===== config.mk =====
export PLATFORM = sky130hd
export DESIGN_NAME = hex_literal_prefix_parser_core_flat
export DESIGN_NICKNAME = d
export VERILOG_FILES = /design/src/hdl/hlpp_pkg.sv /design/src/hdl/hlpp_channels.sv /design/src/hdl/hex_literal_prefix_parser_core.sv /design/src/flat_wrapper.sv
export VERILOG_INCLUDE_DIRS = /design/src /design/src/hdl
export SDC_FILE = /design/constraint.sdc
export NUM_CORES = 1
export LEC_CHECK = 0
export BUFFER_PORTS_ARGS = -buffer_cell sky130_fd_sc_hd__buf_4
export CAP_MARGIN = 20
export CORE_ASPECT_RATIO = 0.6
export CORE_UTILIZATION = 34
export CTS_CLUSTER_DIAMETER = 60
export DETAILED_ROUTE_END_ITERATION = 8
export GPL_TIMING_DRIVEN = 1
export HOLD_SLACK_MARGIN = 0.08
export PLACE_DENSITY = 0.52
export SYNTH_ARGS = -nofsm -noshare
export SYNTH_HDL_FRONTEND = slang
export SYNTH_SLANG_ARGS = --single-unit

===== constraint.sdc =====
create_clock -name clk_i -period 3.3 [get_ports clk_i]
set_input_delay 0.33 -clock clk_i [delete_from_list [all_inputs] [get_ports clk_i]]
set_output_delay 0.33 -clock clk_i [all_outputs]
set_load 0.1 [all_outputs]

===== src/hdl/hex_literal_prefix_parser_core_defines.svh =====
// Assertion macros shared by the hex literal parser RTL.
`ifndef HEX_LITERAL_PREFIX_PARSER_CORE_DEFINES_SVH
`define HEX_LITERAL_PREFIX_PARSER_CORE_DEFINES_SVH

// Checks that the consequent holds in the same cycle as the antecedent.
`define HLPP_ASSERT_SAME(name, ante, cons, msg) \
  name: assert property (@(posedge clk_i) disable iff (!rst_ni) \
    (ante) |-> (cons)) else $error(msg);

// Checks that the consequent holds in the cycle after the antecedent.
`define HLPP_ASSERT_NEXT(name, ante, cons, msg) \
  name: assert property (@(posedge clk_i) disable iff (!rst_ni) \
    (ante) |=> (cons)) else $error(msg);

`endif


===== src/hdl/hlpp_pkg.sv =====
// Package with the phase codes, character constants and digit decoder of the hex parser.
package hlpp_pkg;

  localparam int unsigned CharW   = 8;
  localparam int unsigned NumberW = 64;
  localparam int unsigned PhaseW  = 3;

  // Parser phase codes.
  localparam logic [PhaseW-1:0] PH_SKIP     = 3'd0;
  localparam logic [PhaseW-1:0] PH_PREFIX_X = 3'd1;
  localparam logic [PhaseW-1:0] PH_DIGITS   = 3'd2;
  localparam logic [PhaseW-1:0] PH_DONE     = 3'd3;
  localparam logic [PhaseW-1:0] PH_FAIL     = 3'd4;

  // Character codes.
  localparam logic [CharW-1:0] CHAR_NUL     = 8'h00;
  localparam logic [CharW-1:0] CHAR_TAB     = 8'h09;
  localparam logic [CharW-1:0] CHAR_SPACE   = 8'h20;
  localparam logic [CharW-1:0] CHAR_APOS    = 8'h27;
  localparam logic [CharW-1:0] CHAR_ZERO    = 8'h30;
  localparam logic [CharW-1:0] CHAR_NINE    = 8'h39;
  localparam logic [CharW-1:0] CHAR_UPPER_A = 8'h41;
  localparam logic [CharW-1:0] CHAR_UPPER_F = 8'h46;
  localparam logic [CharW-1:0] CHAR_LOWER_A = 8'h61;
  localparam logic [CharW-1:0] CHAR_LOWER_F = 8'h66;
  localparam logic [CharW-1:0] CHAR_LOWER_X = 8'h78;

  // Offsets that map a letter digit onto its value in the low nibble.
  localparam logic [CharW-1:0] UPPER_OFFSET = 8'h37;
  localparam logic [CharW-1:0] LOWER_OFFSET = 8'h57;

  // Decoded digit: bit 4 flags a character that is not a hex digit.
  typedef logic [4:0] digit_t;

  function automatic logic is_blank(input logic [CharW-1:0] c);
    return (c == CHAR_SPACE) || (c == CHAR_TAB);
  endfunction

  function automatic digit_t hex_value(input logic [CharW-1:0] c);
    logic [CharW-1:0] diff;
    diff = '0;
    if ((c >= CHAR_ZERO) && (c <= CHAR_NINE)) begin
      diff = c - CHAR_ZERO;
      return {1'b0, diff[3:0]};
    end else if ((c >= CHAR_UPPER_A) && (c <= CHAR_UPPER_F)) begin
      diff = c - UPPER_OFFSET;
      return {1'b0, diff[3:0]};
    end else if ((c >= CHAR_LOWER_A) && (c <= CHAR_LOWER_F)) begin
      diff = c - LOWER_OFFSET;
      return {1'b0, diff[3:0]};
    end
    return 5'h10;
  endfunction

endpackage


===== src/hdl/hlpp_channels.sv =====
// Valid/ready channel interfaces for characters in and parse results out.
interface hlpp_char_if;
  logic                     valid;
  logic                     ready;
  logic [hlpp_pkg::CharW-1:0] char_code;

  modport source (output valid, output char_code, input ready);
  modport sink   (input valid, input char_code, output ready);
endinterface

interface hlpp_result_if;
  logic                       valid;
  logic                       ready;
  logic                       is_valid;
  logic [hlpp_pkg::NumberW-1:0] number;

  modport source (output valid, output is_valid, output number, input ready);
  modport sink   (input valid, input is_valid, input number, output ready);
endinterface


===== src/hdl/hex_literal_prefix_parser_core.sv =====
// Streaming parser that turns NUL-terminated "0x" hex literals into integers.
//
// Usage:
//   char_i carries one character per transfer; a NUL character ends a string.
//   result_o carries one result per string, made when its NUL is processed:
//   is_valid is set when the string held a well-formed 0x hex literal, and
//   number holds its low VALUE_WIDTH bits, zero-extended, or 0 when invalid.
// Timing:
//   A character is captured in an input register and processed there, when
//   the phase and accumulator are updated. A NUL passes through the input
//   register and then the result register before its result is on result_o.
//   One character is taken every cycle; only the result register limits it.
// Stall:
//   While a result waits in the output register, non-NUL characters keep
//   flowing. A NUL waits in the input register until the result register
//   frees, and char_i.ready drops only while that NUL is held there.
// Reset:
//   rst_ni clears both registers' valid flags and returns the parser to
//   skipping leading blanks with an empty accumulator.
module hex_literal_prefix_parser_core #(
  parameter int unsigned VALUE_WIDTH = 64
) (
  input  logic           clk_i,
  input  logic           rst_ni,
  hlpp_char_if.sink      char_i,
  hlpp_result_if.source  result_o
);
  import hlpp_pkg::*;

  `include "hex_literal_prefix_parser_core_defines.svh"

  // Input register.
  logic             in_valid_q;
  logic [CharW-1:0] in_char_q;
  logic             in_fire;
  logic             in_is_nul;

  // Parser state.
  logic [PhaseW-1:0]      phase_q, phase_d;
  logic [VALUE_WIDTH-1:0] acc_q, acc_d;
  logic                   seen_q, seen_d;

  // Result register.
  logic                   out_valid_q;
  logic                   out_is_valid_q, out_is_valid_d;
  logic [VALUE_WIDTH-1:0] out_number_q, out_number_d;
  logic [NumberW-1:0]     number_ext;

  digit_t digit;
  logic   ok;

  assign in_is_nul = (in_char_q == CHAR_NUL);
  // A NUL may only move on once the result register can take its result.
  assign in_fire = in_valid_q && (!in_is_nul || !out_valid_q || result_o.ready);
  assign char_i.ready = !in_valid_q || in_fire;

  // Capture the incoming character.
  always_ff @(posedge clk_i or negedge rst_ni) begin
    if (!rst_ni) begin
      in_valid_q <= 1'b0;
    end else if (char_i.ready) begin
      in_valid_q <= char_i.valid;
    end
  end

  always_ff @(posedge clk_i) begin
    if (char_i.valid && char_i.ready) begin
      in_char_q <= char_i.char_code;
    end
  end

  // Phase and accumulator update for the character in the input register.
  always_comb begin
    digit          = hex_value(in_char_q);
    ok             = (phase_q == PH_DONE) || ((phase_q == PH_DIGITS) && seen_q);
    phase_d        = phase_q;
    acc_d          = acc_q;
    seen_d         = seen_q;
    out_is_valid_d = ok;
    out_number_d   = ok ? acc_q : '0;
    if (in_is_nul) begin
      phase_d = PH_SKIP;
      acc_d   = '0;
      seen_d  = 1'b0;
    end else begin
      unique case (phase_q)
        PH_SKIP: begin
          if (!is_blank(in_char_q)) begin
            phase_d = (in_char_q == CHAR_ZERO) ? PH_PREFIX_X : PH_FAIL;
          end
        end
        PH_PREFIX_X: begin
          if (in_char_q == CHAR_LOWER_X) begin
            phase_d = PH_DIGITS;
            acc_d   = '0;
            seen_d  = 1'b0;
          end else begin
            phase_d = PH_FAIL;
          end
        end
        PH_DIGITS: begin
          priority if (!digit[4]) begin
            acc_d  = {acc_q[VALUE_WIDTH-5:0], digit[3:0]};
            seen_d = 1'b1;
          end else if ((in_char_q == CHAR_APOS) && seen_q) begin
            // Separator after a digit: nothing changes.
          end else if (is_blank(in_char_q)) begin
            phase_d = seen_q ? PH_DONE : PH_FAIL;
          end else begin
            phase_d = PH_FAIL;
          end
        end
        PH_DONE: begin
          // Characters after the terminator are ignored.
        end
        default: begin
          phase_d = PH_FAIL;
        end
      endcase
    end
  end

  always_ff @(posedge clk_i or negedge rst_ni) begin
    if (!rst_ni) begin
      phase_q <= PH_SKIP;
      acc_q   <= '0;
      seen_q  <= 1'b0;
    end else if (in_fire) begin
      phase_q <= phase_d;
      acc_q   <= acc_d;
      seen_q  <= seen_d;
    end
  end

  // Result register, loaded when a NUL is processed.
  always_ff @(posedge clk_i or negedge rst_ni) begin
    if (!rst_ni) begin
      out_valid_q <= 1'b0;
    end else if (in_fire && in_is_nul) begin
      out_valid_q <= 1'b1;
    end else if (result_o.ready) begin
      out_valid_q <= 1'b0;
    end
  end

  always_ff @(posedge clk_i) begin
    if (in_fire && in_is_nul) begin
      out_is_valid_q <= out_is_valid_d;
      out_number_q   <= out_number_d;
    end
  end

  // Zero-extend the value to the result field width.
  always_comb begin
    number_ext                  = '0;
    number_ext[VALUE_WIDTH-1:0] = out_number_q;
  end

  assign result_o.valid    = out_valid_q;
  assign result_o.is_valid = out_is_valid_q;
  assign result_o.number   = number_ext;

  // A failed string never reports a value.
  `HLPP_ASSERT_SAME(a_invalid_zero, out_valid_q && !out_is_valid_q, out_number_q == '0, "invalid result carries a nonzero number")
  // The done phase is only reached after a digit.
  `HLPP_ASSERT_SAME(a_done_has_digit, phase_q == PH_DONE, seen_q, "done phase without a digit")
  // A processed NUL returns the parser to its reset state.
  `HLPP_ASSERT_NEXT(a_nul_clears, in_fire && in_is_nul, (phase_q == PH_SKIP) && !seen_q && (acc_q == '0), "state not cleared after end of string")
  // A well-formed literal yields a valid result in the next cycle.
  `HLPP_ASSERT_NEXT(a_good_result, in_fire && in_is_nul && ok, out_valid_q && out_is_valid_q, "well-formed literal not reported as valid")

endmodule

===== src/flat_wrapper.sv =====
// flat-port wrapper written by rule: the top's interface ports become plain ports
module hex_literal_prefix_parser_core_flat import hlpp_pkg::*;
#(
  parameter int unsigned VALUE_WIDTH = 64
)
  (clk_i, rst_ni, char_i_valid, char_i_char_code, char_i_ready, result_o_valid, result_o_is_valid, result_o_number, result_o_ready);
  hlpp_char_if char_i_i ();
  hlpp_result_if result_o_i ();
  input  logic clk_i;
  input  logic rst_ni;
  input wire logic [$bits(char_i_i.valid)-1:0] char_i_valid;
  input wire logic [$bits(char_i_i.char_code)-1:0] char_i_char_code;
  output wire logic [$bits(char_i_i.ready)-1:0] char_i_ready;
  output wire logic [$bits(result_o_i.valid)-1:0] result_o_valid;
  output wire logic [$bits(result_o_i.is_valid)-1:0] result_o_is_valid;
  output wire logic [$bits(result_o_i.number)-1:0] result_o_number;
  input wire logic [$bits(result_o_i.ready)-1:0] result_o_ready;
  assign char_i_i.valid = char_i_valid;
  assign char_i_i.char_code = char_i_char_code;
  assign char_i_ready = char_i_i.ready;
  assign result_o_valid = result_o_i.valid;
  assign result_o_is_valid = result_o_i.is_valid;
  assign result_o_number = result_o_i.number;
  assign result_o_i.ready = result_o_ready;
  hex_literal_prefix_parser_core #(.VALUE_WIDTH(VALUE_WIDTH)) u_core (.clk_i(clk_i), .rst_ni(rst_ni), .char_i(char_i_i), .result_o(result_o_i));
endmodule

==> results.json <==
{
  "synthXorXnorAreaFrac_pct": 0.312,
  "first_pass_iters": 4,
  "drtIter0Drc": 269,
  "route.detailed.drc": 0,
  "yosysWarnings": 0,
  "vias": 3207,
  "antenna_found_initial": 0,
  "ys_ff_latch": 143,
  "cts_tree": "built",
  "crit_path_end_kind": "output port",
  "syn_nets": 377,
  "yosysMostFrequentCell": "edfxtp_1",
  "path_clk_slew_ns": 0.06,
  "synth_compound_area_share_pct": 12.9,
  "setup_viol_count_final": 0,
  "crit_arrival_ns": 2.52,
  "yosys.area.top_type_share_pct": 39.1,
  "layout_min_cycle_time_ns": 2.85,
  "rows": 35,
  "htreeDepth": 4,
  "grt_overflow": 0,
  "seqCellArea_mm2": 0.00394,
  "finalSetupTns_ns": 0,
  "synthSimpleGateAreaFrac_pct": 11.1,
  "grt_usage_pct": 13.7,
  "cts-buffers-inserted": 17,
  "syn_inst": 361,
  "rsz0062_at_grt": "false",
  "fin_skew_ns": 0.0144,
  "io_pins": 79,
  "dp_hpwl_um": 6420,
  "synthAdderAreaFrac_pct": 0.892,
  "multi_input_area_mm2": 0.00143,
  "synthArstFlopShare_pct": 49.0,
  "crit_fanout": 5,
  "powerDensity_mw_per_mm2": 541,
  "fmax_mhz": 351,
  "stdcell_area_mm2": 0.00693,
  "area_growth_syn_to_layout_pct": 23.5,
  "hold_path.class": "in2reg",
  "synth_edf_count": 73,
  "avgSynthCellArea_um2": 15.5,
  "clock-sinks": 143,
  "min_period_over_period_pct": 86.4,
  "gp_congestion": 0.898,
  "placedInstanceArea_mm2": 0.00629,
  "start_util_pct": 35.7,
  "viasPerCell": 4.82,
  "ys.flop_type": "edfxtp_1",
  "num_antenna_cells": 0,
  "synth_area_mm2": 0.00561,
  "grt_pass1_wl_um": 17700,
  "synth_area_leader_cell": "edfxtp_1",
  "wirelength_um": 10800,
  "final_hold_viol_count": 0,
  "netlist-cell-type-count": 45,
  "slew_headroom_pct": 41.2,
  "post_drt_wl_per_cell_um": 16.2,
  "die_area_mm2": 0.0170,
  "outcome": "finished clean",
  "worst_ir_drop_vdd_uv": 251,
  "critical_path_class": "reg2out",
  "leakage_nw": 3.15,
  "ctsHoldBuffers": 8,
  "grt_pass1_vias": 3191,
  "n_fill_cell": 1415,
  "holdWs_ns": 0.106,
  "start_kind": "flop",
  "r2r_setup_slack_ns": 0.64,
  "clockBufferDepth": 2,
  "clock_latency_ns": 0.42,
  "report.final.slew_viol_count": 0,
  "post_synth_mux_area_share_pct": 0.201,
  "drv_cap": 0,
  "synth_top_family_by_area": "compound AO/OA/AOI/OAI gates",
  "cts-resized-gates": 0,
  "yosys-top-cells-area": "edfxtp_1 (39%), dfrtp_1 (31%), a22o_1 (10%)",
  "yosysSeqAreaShare_pct": 70.3,
  "synth_top_cells_by_count": "edfxtp_1 (73), dfrtp_1 (70), and2_1 (65)",
  "ant_nets": 0,
  "crit_required_ns": 2.97,
  "core_area_mm2": 0.0157,
  "dieHeight_um": 101,
  "tightest_slew_ns": 0.882,
  "cts_setup_buffers": 0,
  "grt_start_max_net_pins": 71,
  "dieWidth_um": 168,
  "io_buffers": 78,
  "final_core_util_pct": 44.1,
  "drive_gt1_share_pct": 26.1,
  "p_total_mw": 3.75,
  "final_nets": 466,
  "cts_root_buf": "clkbuf_16"
}
layer usage:
metal / wire length (µm) / track usage [%]
met1: 5920 / 21.2
met2: 4260 / 17.8
met3: 434 / 3.32
met4: 190 / 6.42
met5: 0 / 0
final timing paths:
path,start,end,cells past startpoint
worst max-delay path,u_core.in_char_q[4],char_i_ready,5
worst min-delay path,char_i_char_code[4],u_core.in_char_q[4],1
worst max register to register,u_core.in_char_q[3],u_core.acc_q[12],5
worst min register to register,u_core.acc_q[61],u_core.acc_q[61],1
max in group asynchronous,rst_ni,u_core.acc_q[41],2
min in group asynchronous,rst_ni,u_core.acc_q[20],2
logic make-up (layout without fill, tap and decap cells):
| group | after synthesis | after routing |
|---|---|---|
| AOI/OAI and AO/OA | 85 | 85 |
| xor gates and xnor gates | 2 | 2 |
| adders and majority gates | 4 | 4 |
| buffers and inverters | 26 | 128 |
| DFF | 143 | 143 |
| muxes | 1 | 1 |
| and+or+nand+nor | 100 | 100 |
state kept, by name, indices dropped and copies added, names as in the netlist:
name                      flops
u_core.acc_q                 64
u_core.result_o.number       64
u_core.result_o.is_valid      1
u_core.result_o.valid         1
u_core.in_valid_q             1
u_core.in_char_q              8
u_core.seen_q                 1
u_core.phase_q                3
report_power, final:
group	total (mW)	switching, mW	internal, mW	leakage [nW]
clock network	1.81	0.751	1.06	0.275
registers	1.88	0.00873	1.87	1.80
logic	0.0603	0.0344	0.0259	1.08
total	3.75	0.794	2.96	3.15
through the flow:
step                setup WS (ns)  std cells
detailed placement          0.684        626
global route                0.286        666
finish                      0.448        666
floorplan                   0.165        361
global placement            0.797        626
CTS                         0.409        666
cells in the final DEF, fill, tap and decap left out, drive strengths merged, types with 4 or more instances in the layout:
cell type	count
buf	82
edfxtp	73
dfrtp	70
and2	66
a22o	64
clkbuf	19
inv	9
dlygate4sd3	8
clkinv	8
nand2	7
o21ai	5
nor4bb	4
ha	4
critical path, stage by stage (launching register included):
cell,delay (ns)
edfxtp_1,0.44
or3_1,0.42
nor4_1,0.54
nand2_1,0.14
or2_2,0.32
buf_4,0.24
layout make-up:
type	instances	area share (%)
Inverter	6	0.325
Sequential cell	143	56.9
Clock buffer	19	6.39
Multi-Input combinational cell	192	20.6
Clock inverter	13	1.64
Tap cell	203	3.67
Timing Repair Buffer	90	10.4
(Power assumes the default switching activity.)
